[config.mk]
export PLATFORM = sky130hd
export DESIGN_NAME = lidar_frame_parser_crc8
export DESIGN_NICKNAME = d
export VERILOG_FILES = /design/src/lfp_pkg.sv /design/src/lfp_front.sv /design/src/lfp_queue.sv /design/src/lfp_back.sv /design/src/lidar_frame_parser_crc8.sv
export SDC_FILE = /design/constraint.sdc
export NUM_CORES = 1
export LEC_CHECK = 0
export ABC_AREA = 1
export BUFFER_PORTS_ARGS = -buffer_cell sky130_fd_sc_hd__clkbuf_2
export CORE_MARGIN = 2
export CORE_UTILIZATION = 50
export CTS_CLUSTER_SIZE = 30
export DETAILED_ROUTE_END_ITERATION = 16
export PLACE_DENSITY = 0.66
export REMOVE_ABC_BUFFERS = 1
export SLEW_MARGIN = 5
export SYNTH_ARGS = -nofsm -noshare
export SYNTH_HDL_FRONTEND = slang
export SYNTH_SLANG_ARGS = --single-unit
export TNS_END_PERCENT = 100
[constraint.sdc]
create_clock -name clk_i -period 17.77 [get_ports clk_i]
set_input_delay 0.8885 -clock clk_i [delete_from_list [all_inputs] [get_ports clk_i]]
set_output_delay 0.8885 -clock clk_i [all_outputs]
set_load 0.02 [all_outputs]
[src/lfp_pkg.sv]
// ----------------------------------------------------------------------------
// lfp_pkg
// Shared types, constants and the CRC-8 step function of the range sensor
// frame parser.
// ----------------------------------------------------------------------------
package lfp_pkg;

  // Frame synchronisation byte.
  localparam logic [7:0] HEADER_BYTE = 8'h54;
  // CRC-8 polynomial, MSB first, initial value zero, no final inversion.
  localparam logic [7:0] CRC_POLY = 8'h4D;
  // Most measurement points that one frame carries.
  localparam int unsigned MAX_POINTS = 12;

  // Fixed byte offsets at the head of a frame.
  localparam int unsigned SPEED_OFS = 2;
  localparam int unsigned START_OFS = 4;
  localparam int unsigned PT_START  = 6;

  // Result status codes.
  localparam logic STATUS_OK  = 1'b0;
  localparam logic STATUS_CRC = 1'b1;

  // One finished frame as handed from the intake to the output sequencer.
  typedef struct packed {
    logic        status;
    logic        bank;
    logic [15:0] scan_speed;
    logic [15:0] first_angle;
    logic [15:0] final_angle;
    logic [15:0] time_stamp;
  } frame_desc_t;

  // Output sequencer states.
  typedef enum logic [1:0] {
    BK_IDLE,
    BK_FETCH,
    BK_EMIT
  } back_state_e;

  // One byte of CRC-8, a bit at a time over the eight bits.
  function automatic logic [7:0] crc8_step(input logic [7:0] crc, input logic [7:0] data);
    logic [7:0] v;
    v = crc ^ data;
    for (int i = 0; i < 8; i++) begin
      if (v[7]) begin
        v = {v[6:0], 1'b0} ^ CRC_POLY;
      end else begin
        v = {v[6:0], 1'b0};
      end
    end
    return v;
  endfunction

endpackage

[src/lfp_front.sv]
// ----------------------------------------------------------------------------
// lfp_front
// Byte intake: hunts for the header, counts the frame, runs the CRC, keeps
// the header and trailer fields and writes the point bytes into the point store.
// ----------------------------------------------------------------------------
module lfp_front #(
  parameter int unsigned FRAME_BYTES = 47
) (
  input  logic                  clk_i,
  input  logic                  rst_ni,
  input  logic                  in_valid_i,
  output logic                  in_ready_o,
  input  logic [7:0]            rx_byte_i,
  input  logic                  q_full_i,
  output logic                  push_o,
  output lfp_pkg::frame_desc_t  push_desc_o,
  output logic                  wr_en_o,
  output logic [$clog2(2 * 3 * ((((FRAME_BYTES - 11) / 3) > lfp_pkg::MAX_POINTS) ?
                lfp_pkg::MAX_POINTS : ((FRAME_BYTES - 11) / 3))) - 1:0] wr_addr_o,
  output logic [7:0]            wr_data_o
);

  localparam int unsigned NPTS_RAW = (FRAME_BYTES - 11) / 3;
  localparam int unsigned NPTS     = (NPTS_RAW > lfp_pkg::MAX_POINTS) ?
                                     lfp_pkg::MAX_POINTS : NPTS_RAW;
  localparam int unsigned PT_BYTES = 3 * NPTS;
  localparam int unsigned AW       = $clog2(2 * PT_BYTES);
  localparam int unsigned CNT_W    = $clog2(FRAME_BYTES);
  localparam int unsigned END_OFS  = FRAME_BYTES - 5;
  localparam int unsigned TS_OFS   = FRAME_BYTES - 3;

  logic [CNT_W-1:0] byte_cnt_q, byte_cnt_d;
  logic [7:0]       crc_q, crc_d, crc_next;
  logic             bank_q, bank_d;
  logic [15:0]      speed_q, start_q, end_q, ts_q;
  logic             accept, take, frame_end, in_points;
  logic [AW-1:0]    pt_off;

  // Intake stalls only while both point banks are held by finished frames.
  assign in_ready_o = !q_full_i;
  assign accept     = in_valid_i && in_ready_o;
  assign take       = accept && ((byte_cnt_q != '0) || (rx_byte_i == lfp_pkg::HEADER_BYTE));
  assign frame_end  = take && (byte_cnt_q == CNT_W'(FRAME_BYTES - 1));
  assign crc_next   = lfp_pkg::crc8_step(crc_q, rx_byte_i);

  // Counter, CRC and bank select.
  always_comb begin
    byte_cnt_d = byte_cnt_q;
    crc_d      = crc_q;
    bank_d     = bank_q;
    if (frame_end) begin
      byte_cnt_d = '0;
      crc_d      = '0;
      bank_d     = !bank_q;
    end else if (take) begin
      byte_cnt_d = byte_cnt_q + CNT_W'(1);
      crc_d      = crc_next;
    end
  end

  always_ff @(posedge clk_i or negedge rst_ni) begin
    if (!rst_ni) begin
      byte_cnt_q <= '0;
      crc_q      <= '0;
      bank_q     <= 1'b0;
    end else begin
      byte_cnt_q <= byte_cnt_d;
      crc_q      <= crc_d;
      bank_q     <= bank_d;
    end
  end

  // Header and trailer fields, little-endian, captured as they pass.
  always_ff @(posedge clk_i) begin
    if (take) begin
      if (byte_cnt_q == CNT_W'(lfp_pkg::SPEED_OFS))     speed_q[7:0]  <= rx_byte_i;
      if (byte_cnt_q == CNT_W'(lfp_pkg::SPEED_OFS + 1)) speed_q[15:8] <= rx_byte_i;
      if (byte_cnt_q == CNT_W'(lfp_pkg::START_OFS))     start_q[7:0]  <= rx_byte_i;
      if (byte_cnt_q == CNT_W'(lfp_pkg::START_OFS + 1)) start_q[15:8] <= rx_byte_i;
      if (byte_cnt_q == CNT_W'(END_OFS))                end_q[7:0]    <= rx_byte_i;
      if (byte_cnt_q == CNT_W'(END_OFS + 1))            end_q[15:8]   <= rx_byte_i;
      if (byte_cnt_q == CNT_W'(TS_OFS))                 ts_q[7:0]     <= rx_byte_i;
      if (byte_cnt_q == CNT_W'(TS_OFS + 1))             ts_q[15:8]    <= rx_byte_i;
    end
  end

  // Point bytes go to the current bank of the point store.
  assign in_points = (byte_cnt_q >= CNT_W'(lfp_pkg::PT_START)) &&
                     (byte_cnt_q <  CNT_W'(lfp_pkg::PT_START + PT_BYTES));
  assign pt_off    = AW'(byte_cnt_q - CNT_W'(lfp_pkg::PT_START));
  assign wr_en_o   = take && in_points;
  assign wr_addr_o = bank_q ? (pt_off + AW'(PT_BYTES)) : pt_off;
  assign wr_data_o = rx_byte_i;

  // Frame descriptor; a failed frame carries zero fields.
  always_comb begin
    push_o                  = frame_end;
    push_desc_o.status      = (crc_next != 8'h00) ? lfp_pkg::STATUS_CRC : lfp_pkg::STATUS_OK;
    push_desc_o.bank        = bank_q;
    push_desc_o.scan_speed  = speed_q;
    push_desc_o.first_angle = start_q;
    push_desc_o.final_angle = end_q;
    push_desc_o.time_stamp  = ts_q;
    if (crc_next != 8'h00) begin
      push_desc_o.scan_speed  = '0;
      push_desc_o.first_angle = '0;
      push_desc_o.final_angle = '0;
      push_desc_o.time_stamp  = '0;
    end
  end

endmodule

[src/lfp_queue.sv]
// ----------------------------------------------------------------------------
// lfp_queue
// Two-entry queue of finished frame descriptors between intake and output.
// ----------------------------------------------------------------------------
module lfp_queue (
  input  logic                 clk_i,
  input  logic                 rst_ni,
  input  logic                 push_i,
  input  lfp_pkg::frame_desc_t push_desc_i,
  input  logic                 pop_i,
  output logic                 full_o,
  output logic                 valid_o,
  output lfp_pkg::frame_desc_t head_o
);

  lfp_pkg::frame_desc_t entry_q [2];
  logic       wr_ptr_q, wr_ptr_d;
  logic       rd_ptr_q, rd_ptr_d;
  logic [1:0] count_q, count_d;

  assign full_o  = (count_q == 2'd2);
  assign valid_o = (count_q != 2'd0);
  assign head_o  = entry_q[rd_ptr_q];

  // Pointer and fill count update.
  always_comb begin
    wr_ptr_d = push_i ? !wr_ptr_q : wr_ptr_q;
    rd_ptr_d = pop_i  ? !rd_ptr_q : rd_ptr_q;
    count_d  = count_q + {1'b0, push_i} - {1'b0, pop_i};
  end

  always_ff @(posedge clk_i or negedge rst_ni) begin
    if (!rst_ni) begin
      wr_ptr_q <= 1'b0;
      rd_ptr_q <= 1'b0;
      count_q  <= 2'd0;
    end else begin
      wr_ptr_q <= wr_ptr_d;
      rd_ptr_q <= rd_ptr_d;
      count_q  <= count_d;
    end
  end

  // Entry storage.
  always_ff @(posedge clk_i) begin
    if (push_i) begin
      entry_q[wr_ptr_q] <= push_desc_i;
    end
  end

endmodule

[src/lfp_back.sv]
// ----------------------------------------------------------------------------
// lfp_back
// Output sequencer: holds the two-bank point store, reads each point's three
// bytes and drives the result register.
// ----------------------------------------------------------------------------
module lfp_back #(
  parameter int unsigned FRAME_BYTES = 47
) (
  input  logic                 clk_i,
  input  logic                 rst_ni,
  input  logic                 wr_en_i,
  input  logic [$clog2(2 * 3 * ((((FRAME_BYTES - 11) / 3) > lfp_pkg::MAX_POINTS) ?
                lfp_pkg::MAX_POINTS : ((FRAME_BYTES - 11) / 3))) - 1:0] wr_addr_i,
  input  logic [7:0]           wr_data_i,
  input  logic                 q_valid_i,
  input  lfp_pkg::frame_desc_t head_i,
  output logic                 pop_o,
  output logic                 out_valid_o,
  input  logic                 out_ready_i,
  output logic                 status_o,
  output logic [3:0]           point_index_o,
  output logic [15:0]          distance_o,
  output logic [7:0]           confidence_o,
  output logic [15:0]          scan_speed_o,
  output logic [15:0]          first_angle_o,
  output logic [15:0]          final_angle_o,
  output logic [15:0]          time_stamp_o,
  output logic                 last_o
);

  localparam int unsigned NPTS_RAW = (FRAME_BYTES - 11) / 3;
  localparam int unsigned NPTS     = (NPTS_RAW > lfp_pkg::MAX_POINTS) ?
                                     lfp_pkg::MAX_POINTS : NPTS_RAW;
  localparam int unsigned PT_BYTES = 3 * NPTS;
  localparam int unsigned DEPTH    = 2 * PT_BYTES;
  localparam int unsigned AW       = $clog2(DEPTH);

  lfp_pkg::back_state_e state_q, state_d;

  logic [7:0]    mem [DEPTH];
  logic [7:0]    rdata_q;
  logic [1:0]    sel_q, sel_d;
  logic [3:0]    pt_q, pt_d;
  logic [AW-1:0] base_q, base_d;
  logic [AW-1:0] rd_off, rd_addr;
  logic          rd_en, load, last_pt;
  logic [7:0]    dist_lo_q, dist_hi_q, conf_q;
  logic          out_valid_q;

  assign last_pt = head_i.status || (pt_q == 4'(NPTS - 1));
  assign rd_off  = base_q + AW'(sel_q);
  assign rd_addr = head_i.bank ? (rd_off + AW'(PT_BYTES)) : rd_off;
  assign load    = (state_q == lfp_pkg::BK_EMIT) && (!out_valid_q || out_ready_i);

  // Next state.
  always_comb begin
    state_d = state_q;
    unique case (state_q)
      lfp_pkg::BK_IDLE: begin
        if (q_valid_i) begin
          state_d = head_i.status ? lfp_pkg::BK_EMIT : lfp_pkg::BK_FETCH;
        end
      end
      lfp_pkg::BK_FETCH: begin
        if (sel_q == 2'd3) begin
          state_d = lfp_pkg::BK_EMIT;
        end
      end
      lfp_pkg::BK_EMIT: begin
        if (load) begin
          state_d = last_pt ? lfp_pkg::BK_IDLE : lfp_pkg::BK_FETCH;
        end
      end
      default: state_d = lfp_pkg::BK_IDLE;
    endcase
  end

  // Sequencer outputs and counters.
  always_comb begin
    rd_en  = 1'b0;
    pop_o  = 1'b0;
    sel_d  = sel_q;
    pt_d   = pt_q;
    base_d = base_q;
    unique case (state_q)
      lfp_pkg::BK_IDLE: begin
        sel_d  = 2'd0;
        pt_d   = 4'd0;
        base_d = '0;
      end
      lfp_pkg::BK_FETCH: begin
        rd_en = (sel_q != 2'd3);
        sel_d = sel_q + 2'd1;
      end
      lfp_pkg::BK_EMIT: begin
        if (load) begin
          pop_o  = last_pt;
          sel_d  = 2'd0;
          pt_d   = pt_q + 4'd1;
          base_d = base_q + AW'(3);
        end
      end
      default: ;
    endcase
  end

  always_ff @(posedge clk_i or negedge rst_ni) begin
    if (!rst_ni) begin
      state_q     <= lfp_pkg::BK_IDLE;
      sel_q       <= 2'd0;
      pt_q        <= 4'd0;
      base_q      <= '0;
      out_valid_q <= 1'b0;
    end else begin
      state_q     <= state_d;
      sel_q       <= sel_d;
      pt_q        <= pt_d;
      base_q      <= base_d;
      out_valid_q <= load ? 1'b1 : (out_ready_i ? 1'b0 : out_valid_q);
    end
  end

  // Point store: one write port from the intake, one registered read port.
  always_ff @(posedge clk_i) begin
    if (wr_en_i) begin
      mem[wr_addr_i] <= wr_data_i;
    end
    if (rd_en) begin
      rdata_q <= mem[rd_addr];
    end
  end

  // Read data lands in the cycle after its address: low, high, confidence.
  always_ff @(posedge clk_i) begin
    if (state_q == lfp_pkg::BK_FETCH) begin
      if (sel_q == 2'd1) dist_lo_q <= rdata_q;
      if (sel_q == 2'd2) dist_hi_q <= rdata_q;
      if (sel_q == 2'd3) conf_q    <= rdata_q;
    end
  end

  // Result register.
  always_ff @(posedge clk_i) begin
    if (load) begin
      status_o      <= head_i.status;
      point_index_o <= head_i.status ? 4'd0 : pt_q;
      distance_o    <= head_i.status ? 16'd0 : {dist_hi_q, dist_lo_q};
      confidence_o  <= head_i.status ? 8'd0 : conf_q;
      scan_speed_o  <= head_i.scan_speed;
      first_angle_o <= head_i.first_angle;
      final_angle_o <= head_i.final_angle;
      time_stamp_o  <= head_i.time_stamp;
      last_o        <= last_pt;
    end
  end

  assign out_valid_o = out_valid_q;

endmodule

[src/lidar_frame_parser_crc8.sv]
// ----------------------------------------------------------------------------
// lidar_frame_parser_crc8
// Range sensor frame parser: finds the header, gathers a frame while checking
// its CRC-8 and emits one word per measurement point, or one error word.
//
//   channel | handshake               | words
//   --------+-------------------------+----------------------------------------
//   input   | in_valid_i / in_ready_o | rx_byte_i, one received byte
//   output  | out_valid_o/out_ready_i | status_o .. last_o, one point or error
//
// The intake takes one byte a cycle while the descriptor queue has room.
// The output sequencer reads a point's three bytes from the point store in its
// fetch state, then loads the result register in its emit state; each frame
// also passes the idle state, and an error word skips the fetch state.
// Two finished frames may wait; with both point banks held, in_ready_o drops.
// Reset clears counters, CRC, queue and sequencer; the point store needs no
// clearing. Stalls on either side are absorbed by the queue and output register.
// ----------------------------------------------------------------------------
module lidar_frame_parser_crc8 #(
  parameter int unsigned FRAME_BYTES = 47
) (
  input  logic        clk_i,
  input  logic        rst_ni,
  input  logic        in_valid_i,
  output logic        in_ready_o,
  input  logic [7:0]  rx_byte_i,
  output logic        out_valid_o,
  input  logic        out_ready_i,
  output logic        status_o,
  output logic [3:0]  point_index_o,
  output logic [15:0] distance_o,
  output logic [7:0]  confidence_o,
  output logic [15:0] scan_speed_o,
  output logic [15:0] first_angle_o,
  output logic [15:0] final_angle_o,
  output logic [15:0] time_stamp_o,
  output logic        last_o
);

  localparam int unsigned NPTS_RAW = (FRAME_BYTES - 11) / 3;
  localparam int unsigned NPTS     = (NPTS_RAW > lfp_pkg::MAX_POINTS) ?
                                     lfp_pkg::MAX_POINTS : NPTS_RAW;
  localparam int unsigned AW       = $clog2(2 * 3 * NPTS);

  logic                 q_full, q_valid, push, pop;
  lfp_pkg::frame_desc_t push_desc, head;
  logic                 wr_en;
  logic [AW-1:0]        wr_addr;
  logic [7:0]           wr_data;

  // Byte intake and CRC check.
  lfp_front #(
    .FRAME_BYTES(FRAME_BYTES)
  ) u_front (
    .clk_i       (clk_i),
    .rst_ni      (rst_ni),
    .in_valid_i  (in_valid_i),
    .in_ready_o  (in_ready_o),
    .rx_byte_i   (rx_byte_i),
    .q_full_i    (q_full),
    .push_o      (push),
    .push_desc_o (push_desc),
    .wr_en_o     (wr_en),
    .wr_addr_o   (wr_addr),
    .wr_data_o   (wr_data)
  );

  // Finished frames waiting for the output side.
  lfp_queue u_queue (
    .clk_i       (clk_i),
    .rst_ni      (rst_ni),
    .push_i      (push),
    .push_desc_i (push_desc),
    .pop_i       (pop),
    .full_o      (q_full),
    .valid_o     (q_valid),
    .head_o      (head)
  );

  // Point readout and result register.
  lfp_back #(
    .FRAME_BYTES(FRAME_BYTES)
  ) u_back (
    .clk_i         (clk_i),
    .rst_ni        (rst_ni),
    .wr_en_i       (wr_en),
    .wr_addr_i     (wr_addr),
    .wr_data_i     (wr_data),
    .q_valid_i     (q_valid),
    .head_i        (head),
    .pop_o         (pop),
    .out_valid_o   (out_valid_o),
    .out_ready_i   (out_ready_i),
    .status_o      (status_o),
    .point_index_o (point_index_o),
    .distance_o    (distance_o),
    .confidence_o  (confidence_o),
    .scan_speed_o  (scan_speed_o),
    .first_angle_o (first_angle_o),
    .final_angle_o (final_angle_o),
    .time_stamp_o  (time_stamp_o),
    .last_o        (last_o)
  );

endmodule

### Word level (Yosys, flattened, before mapping)

Memories as Yosys holds them, arrays and structs flattened. A register that Yosys moved wholly into a read port is not among the register bits.
Index checks and enable logic that the tools add are counted.

* input port bits: 12
* RAM bits: 708
* output and inout bits: 96
* memories kept: 2
* flip-flop bits (word level): 217
* word-level logic and storage cells: 148

Memory list
* u_back.mem: words 72, bits a word 8, rd ports 1, clocked after Yosys merged registers in 1, wr ports 1, RTL line lfp_back.sv:40 `logic [7:0] mem [DEPTH];`
* u_queue.entry_q: words 2, bits a word 66, rd ports 1, clocked after Yosys merged registers in 0, wr ports 1, RTL line lfp_queue.sv:16 `lfp_pkg::frame_desc_t entry_q [2];`

* add/subtract/negate cells: 10
* eq/ne operators: 21
* bitwise operators: 9
* magnitude comparators: 2
* reductions and logical operators: 36
* mux-type cells: 37

Operator list (count)
* $mux 7: 11
* $mux 64: 1
* $not 4->4: 8
* $eq 6x6->1 const B: 5
* $reduce_and 2->1: 13
* $mux 8: 2
* $add 7x6->7 const B: 2
* $pmux 7 s2: 1
* $eq 6x2->1 const B: 2
* $eq 6x3->1 const B: 2
* $mux 6: 2
* $pmux 2 s3: 2
* $mux 1: 11
* $mux 2: 5
* $eq 2x2->1 const B: 4
* $eq 8x7->1 const B: 1
* $pmux 4 s2: 1
* $reduce_bool 2->1: 4
* $reduce_bool 8->1: 1
* $xor 8x8->8: 1
* $add 7x2->7: 1
* $add 7x2->7 const B: 1
* $sub 6x3->7 const B: 1
* $add 6x1->6 const B: 1
* 18 further kinds: 32

### Logic depth before layout (Yosys ltp)

* depth in word-level cells: 19
* mapped depth: 17
* depth with buffers taken out: 17

### Hierarchy

A second synthesis with hierarchy kept.

* cells, all modules: 3677
* area total of the unflattened synthesis: 39960.8 µm²

Modules (own cells, without submodules)
* lfp_back: sequential area each 21480.6 µm², cells an instance 2833, times used 1, area an instance 30336.6 µm²
* lfp_queue: sequential area each 4063.9 µm², cells an instance 369, times used 1, area an instance 5121.2 µm²
* lfp_front: sequential area each 2297.2 µm², cells an instance 475, times used 1, area an instance 4503.1 µm²

### Worst setup path before layout

No wires, ideal clock.

* kind: input -> register
* start: input port out_ready_i
* end: register u_queue.count_q[0]
* data required time: 17644 ps
* arrival: 6082 ps
* path slack: 11562 ps
* setup time: 126 ps
* cell stages on the path: 7
* buffers on the path: 0
* cells stage by stage: nor2_1 > nor2_1 > nand2_1 > inv_1 > ha_1 > inv_1 > ha_1

* longest elaborated chain between the ends: 5

RTL lines
* start, declared: RTL line lidar_frame_parser_crc8.sv:28 `input logic out_ready_i,`
* $logic_or 1x1->1: RTL line lfp_back.sv:53 `assign load = (state_q == lfp_pkg::BK_EMIT) && (!out_valid_q || out_ready_i);`
* $logic_and 1x1->1: RTL line lfp_back.sv:53
* via u_back.load: RTL line lfp_back.sv:46 `logic rd_en, load, last_pt;`
* $mux 1: RTL line lfp_back.sv:96 `if (load) begin`
* $mux 1: RTL line lfp_back.sv:85 `unique case (state_q)`
* via pop: RTL line lidar_frame_parser_crc8.sv:45 `logic q_full, q_valid, push, pop;`
* $sub 2x1->2: RTL line lfp_queue.sv:29 `count_d = count_q + {1'b0, push_i} - {1'b0, pop_i};`
* via u_queue.count_d[0]: RTL line lfp_queue.sv:19 `logic [1:0] count_q, count_d;`
* end signal, assigned: RTL line lfp_queue.sv:40 `count_q <= count_d;`
* end, declared: RTL line lfp_queue.sv:19

The timed path passes the listed nets, and every way through them passes these cells.
A chain may end at the register's enable or synchronous reset.

### Final worst setup path

* start: register u_back.sel_q[0]
* end: register u_back.rdata_q[7], read port of u_back.mem (data pin)

* longest elaborated chain between the ends: 3
* elaborated cells on any way between the ends: 5
* those cells by class: add/sub: 2; eq/ne: 1; mux: 2

RTL lines
* start, declared: RTL line lfp_back.sv:42 `logic [1:0] sel_q, sel_d;`
* start signal, assigned: RTL line lfp_back.sv:116 `sel_q <= sel_d;`
* $add 7x2->7: RTL line lfp_back.sv:51 `assign rd_off = base_q + AW'(sel_q);`
* $add 7x6->7: RTL line lfp_back.sv:52 `assign rd_addr = head_i.bank ? (rd_off + AW'(PT_BYTES)) : rd_off;`
* $mux 7: RTL line lfp_back.sv:52
* end, declared: RTL line lfp_back.sv:41 `logic [7:0] rdata_q;`

Several ways; a longest one is shown, not always the timed one.

==> flow_summary_export.csv <==
group,metric,value,unit
sta,min_period,4.34,ns
sta,relSlewSlack,16.3,%
worst_setup_path,crit_fanout,85,
routing,vias,24100,
grt,grtUsageMet1,32.1,%
placed_design,place_congestion,0.899,
routing,drt_wl_total,90100,um
logic_synthesis,synth_flop_cell,"edfxtp_1",
floorplan,die_y,280,um
sta,min_period_over_period,24.4,%
clocking,cts_made_buffers,95,
sta,final-setup-viol-count,0,
sta,whs,0.281,ns
grt,grt_overflow,0,
worst_setup_path,path_class,"reg -> reg",
sta,worst_pin_slew,1.25,ns
grt,antenna_found_initial,1,
logic_synthesis,ys_seq_area_share,73.3,%
routing,wl_per_cell,20.8,um
clocking,cts_resized,0,
logic_synthesis,synth_warnings,0,
grt,met2_usage,36.2,%
logic_synthesis,synth-seq-cells,933,
placed_design,port_buffers,107,
routing,drcViolationCount,0,
sta,fin_ws,13.43,ns
sta,fmax,231,MHz
worst_setup_path,worstPathRequired,18.17,ns
floorplan,num_rows,101,
routing,antenna_left,0,
placed_design,dp_hpwl,54200,um
clocking,htree_levels,3,
job,drv_cap,0,
sta,final.setup.tns,0,ns
logic_synthesis,postSynthCellCount,3187,
final_layout,nets,3309,
floorplan,start_util,50.2,%
logic_synthesis,syn-cell-area,38000,um2
hold_path,hp-class,"in -> async",
clocking,cts_hold_buf,0,
placed_design,post_dp_cell_area,39300,um2
logic_synthesis,async_reset_ff_share,3.75,%
clocking,clockRootBuffer,"clkbuf_16",
clocking,clockBufferDepth,3,
power,p_leak,15.5,nW
floorplan,io_pins,108,
power,ir_drop,0.110,mV
clocking,clk_pin_slew,0.06,ns
grt,busiest_layer,"met2",
clocking,cts_tree,"yes",
grt,grt_max_degree,117,
floorplan,die_w,280,um
logic_synthesis,ys_types,39,
logic_synthesis,synth_top_cell_area_share,71.0,%
worst_setup_path,cp-start-kind,"flip-flop",
worst_setup_path,cp_data_arrival_time,4.73,ns
logic_synthesis,synth-edff-count,898,
routing,drtPass1Iterations,7,
routing,drt_iter0_markers,2738,
final_layout,syn2layout_area_growth,12.0,%
logic_synthesis,synth_area_per_cell,11.9,um2
sta,rsz0062_at_grt,"false",
logic_synthesis,yosys-top-cells-count,"edfxtp_1, nand2_1, nor2_1",
logic_synthesis,synthTopCellsByArea,"edfxtp_1, nand2_1, nor2_1, o21ai_0, dfrtp_1",
floorplan,core,75600,um2
logic_synthesis,yosys.area.top_type,"edfxtp_1",
power,p_per_area,182,nW/um2
run_status,outcome,"completed",
routing,vias_per_cell,5.56,
placed_design,place_ws,13.31,ns
grt,grt_pass1_vias,23300,
final_layout,drive_gt1_share,11.3,%
final_layout,finalInstanceArea,42500,um2
sta,clock_skew,0.0403,ns
clocking,clock_latency,0.66,ns
grt,grt_usage,23.0,%
floorplan,die-area,78100,um2
sta,maxSlewViolCount,0,
logic_synthesis,synth.most_common_cell,"edfxtp_1",
grt,grt_first_pass_wirelength,136000,um
worst_setup_path,cp-end-kind,"flip-flop",
clocking,postCtsSetupRepairBufs,0,
clocking,clock-sinks,933,
sta,hold_violations,0,
grt,use_met3,3.70,%
==> critical path: stages (launching register included) <==
cell and delay, ns:
dfrtp_1 0.44, ha_4 0.19, fa_4 0.91, inv_2 0.42, buf_4 0.72, nand3_1 0.17
nand2_1 0.13, nand2_1 0.06, nand2_1 0.12, nand2_1 0.09, nand3_1 0.27, nand3_1 0.14
nand3_1 0.23, nand2_1 0.07
==> logic make-up after synthesis <==
| group | after synthesis | synth area share (%) |
|---|---|---|
| buf+inv | 319 | 3.59 |
| simple gates | 1512 | 16.8 |
| fa+ha+maj | 17 | 0.580 |
| compound gates | 388 | 5.25 |
| xor+xnor | 18 | 0.415 |
| flops | 933 | 73.3 |
==> per-layer routing <==
metal	vias up	wire, um	share of wire [%]
met5	-	0	0
met4	0	3320	3.7
met3	202	7250	8.0
met2	1122	41700	46
met1	11700	37800	42
li1	11100	-	-
==> per-stage QoR <==
stage               util [%]  power [mW]  instances
detailed placement      52.0        5.71       4161
floorplan                  -        4.80       3043
CTS                     56.2        7.72       4337
finish                  56.2        7.72       4338
global placement        52.0        5.68       4161
global route            56.2        8.17       4337
==> report_power, final <==
group          internal, mW  total [mW]  leakage (nW)  switching (mW)
Sequential             2.65        2.74          8.59          0.0865
Clock                  1.17        2.01          1.53           0.839
Combinational         0.781        2.97          5.41            2.19
Total                  4.60        7.72          15.5            3.12
==> layout make-up <==
type	count	area, um2
Antenna cell	1	2.50
Clock buffer	115	2490
Clock inverter	61	677
Fill cell	6125	33100
Inverter	175	662
Multi-Input combinational cell	1935	8820
Sequential cell	933	27800
Tap cell	978	1220
Timing Repair Buffer	140	783
==> cell usage in the layout, fill, tap and decap left out, types with 2 or more instances in the layout <==
cell type,count
nand4_1,5
xor2_1,13
o21ai_1,45
nor2_2,3
edfxtp_1,898
clkbuf_1,17
o21ai_2,2
nand2_2,19
buf_2,8
clkbuf_8,2
ha_1,15
nand2_1,673
o22ai_1,22
inv_6,3
clkinv_2,17
nor3_1,9
clkinv_1,20
o21ai_0,301
inv_1,161
nand3_2,4
nor2_1,569
nand3_1,171
nand2_4,3
clkbuf_2,99
clkinvlp_4,8
xnor2_1,5
inv_2,11
nor2_4,53
a21oi_1,12
clkbuf_16,96
inv_16,2
bufinv_16,11
dfrtp_1,34
buf_4,33
clkinv_16,2
==> state kept, by name (all words and copies together), names as in the netlist, 16 cells and up <==
signal	cells
u_front.speed_q	16
u_back.final_angle_o	16
u_back.scan_speed_o	16
u_front.start_q	16
u_front.end_q	16
u_back.distance_o	16
u_back.time_stamp_o	16
u_front.ts_q	16
u_back.first_angle_o	16
u_back.mem	576
u_queue.entry_q	132
==> worst paths after layout <==
| kind | start | slack (ns) | endpoint | cells past startpoint |
|---|---|---|---|---|
| worst max-delay path | u_back.sel_q[0] | 13.43 | u_back.rdata_q[7] | 13 |
| worst min-delay path | rst_ni | 0.28 | u_front.crc_q[0] | 2 |
| worst max register to register | u_back.sel_q[0] | 13.43 | u_back.rdata_q[7] | 13 |
| worst min register to register | u_queue.entry_q[1][61] | 0.50 | u_back.scan_speed_o[13] | 2 |
| max in group asynchronous | rst_ni | 17.06 | u_queue.rd_ptr_q | 2 |
| min in group clk_i | u_queue.entry_q[1][61] | 0.50 | u_back.scan_speed_o[13] | 2 |
Power figures use the tool's default switching activity.
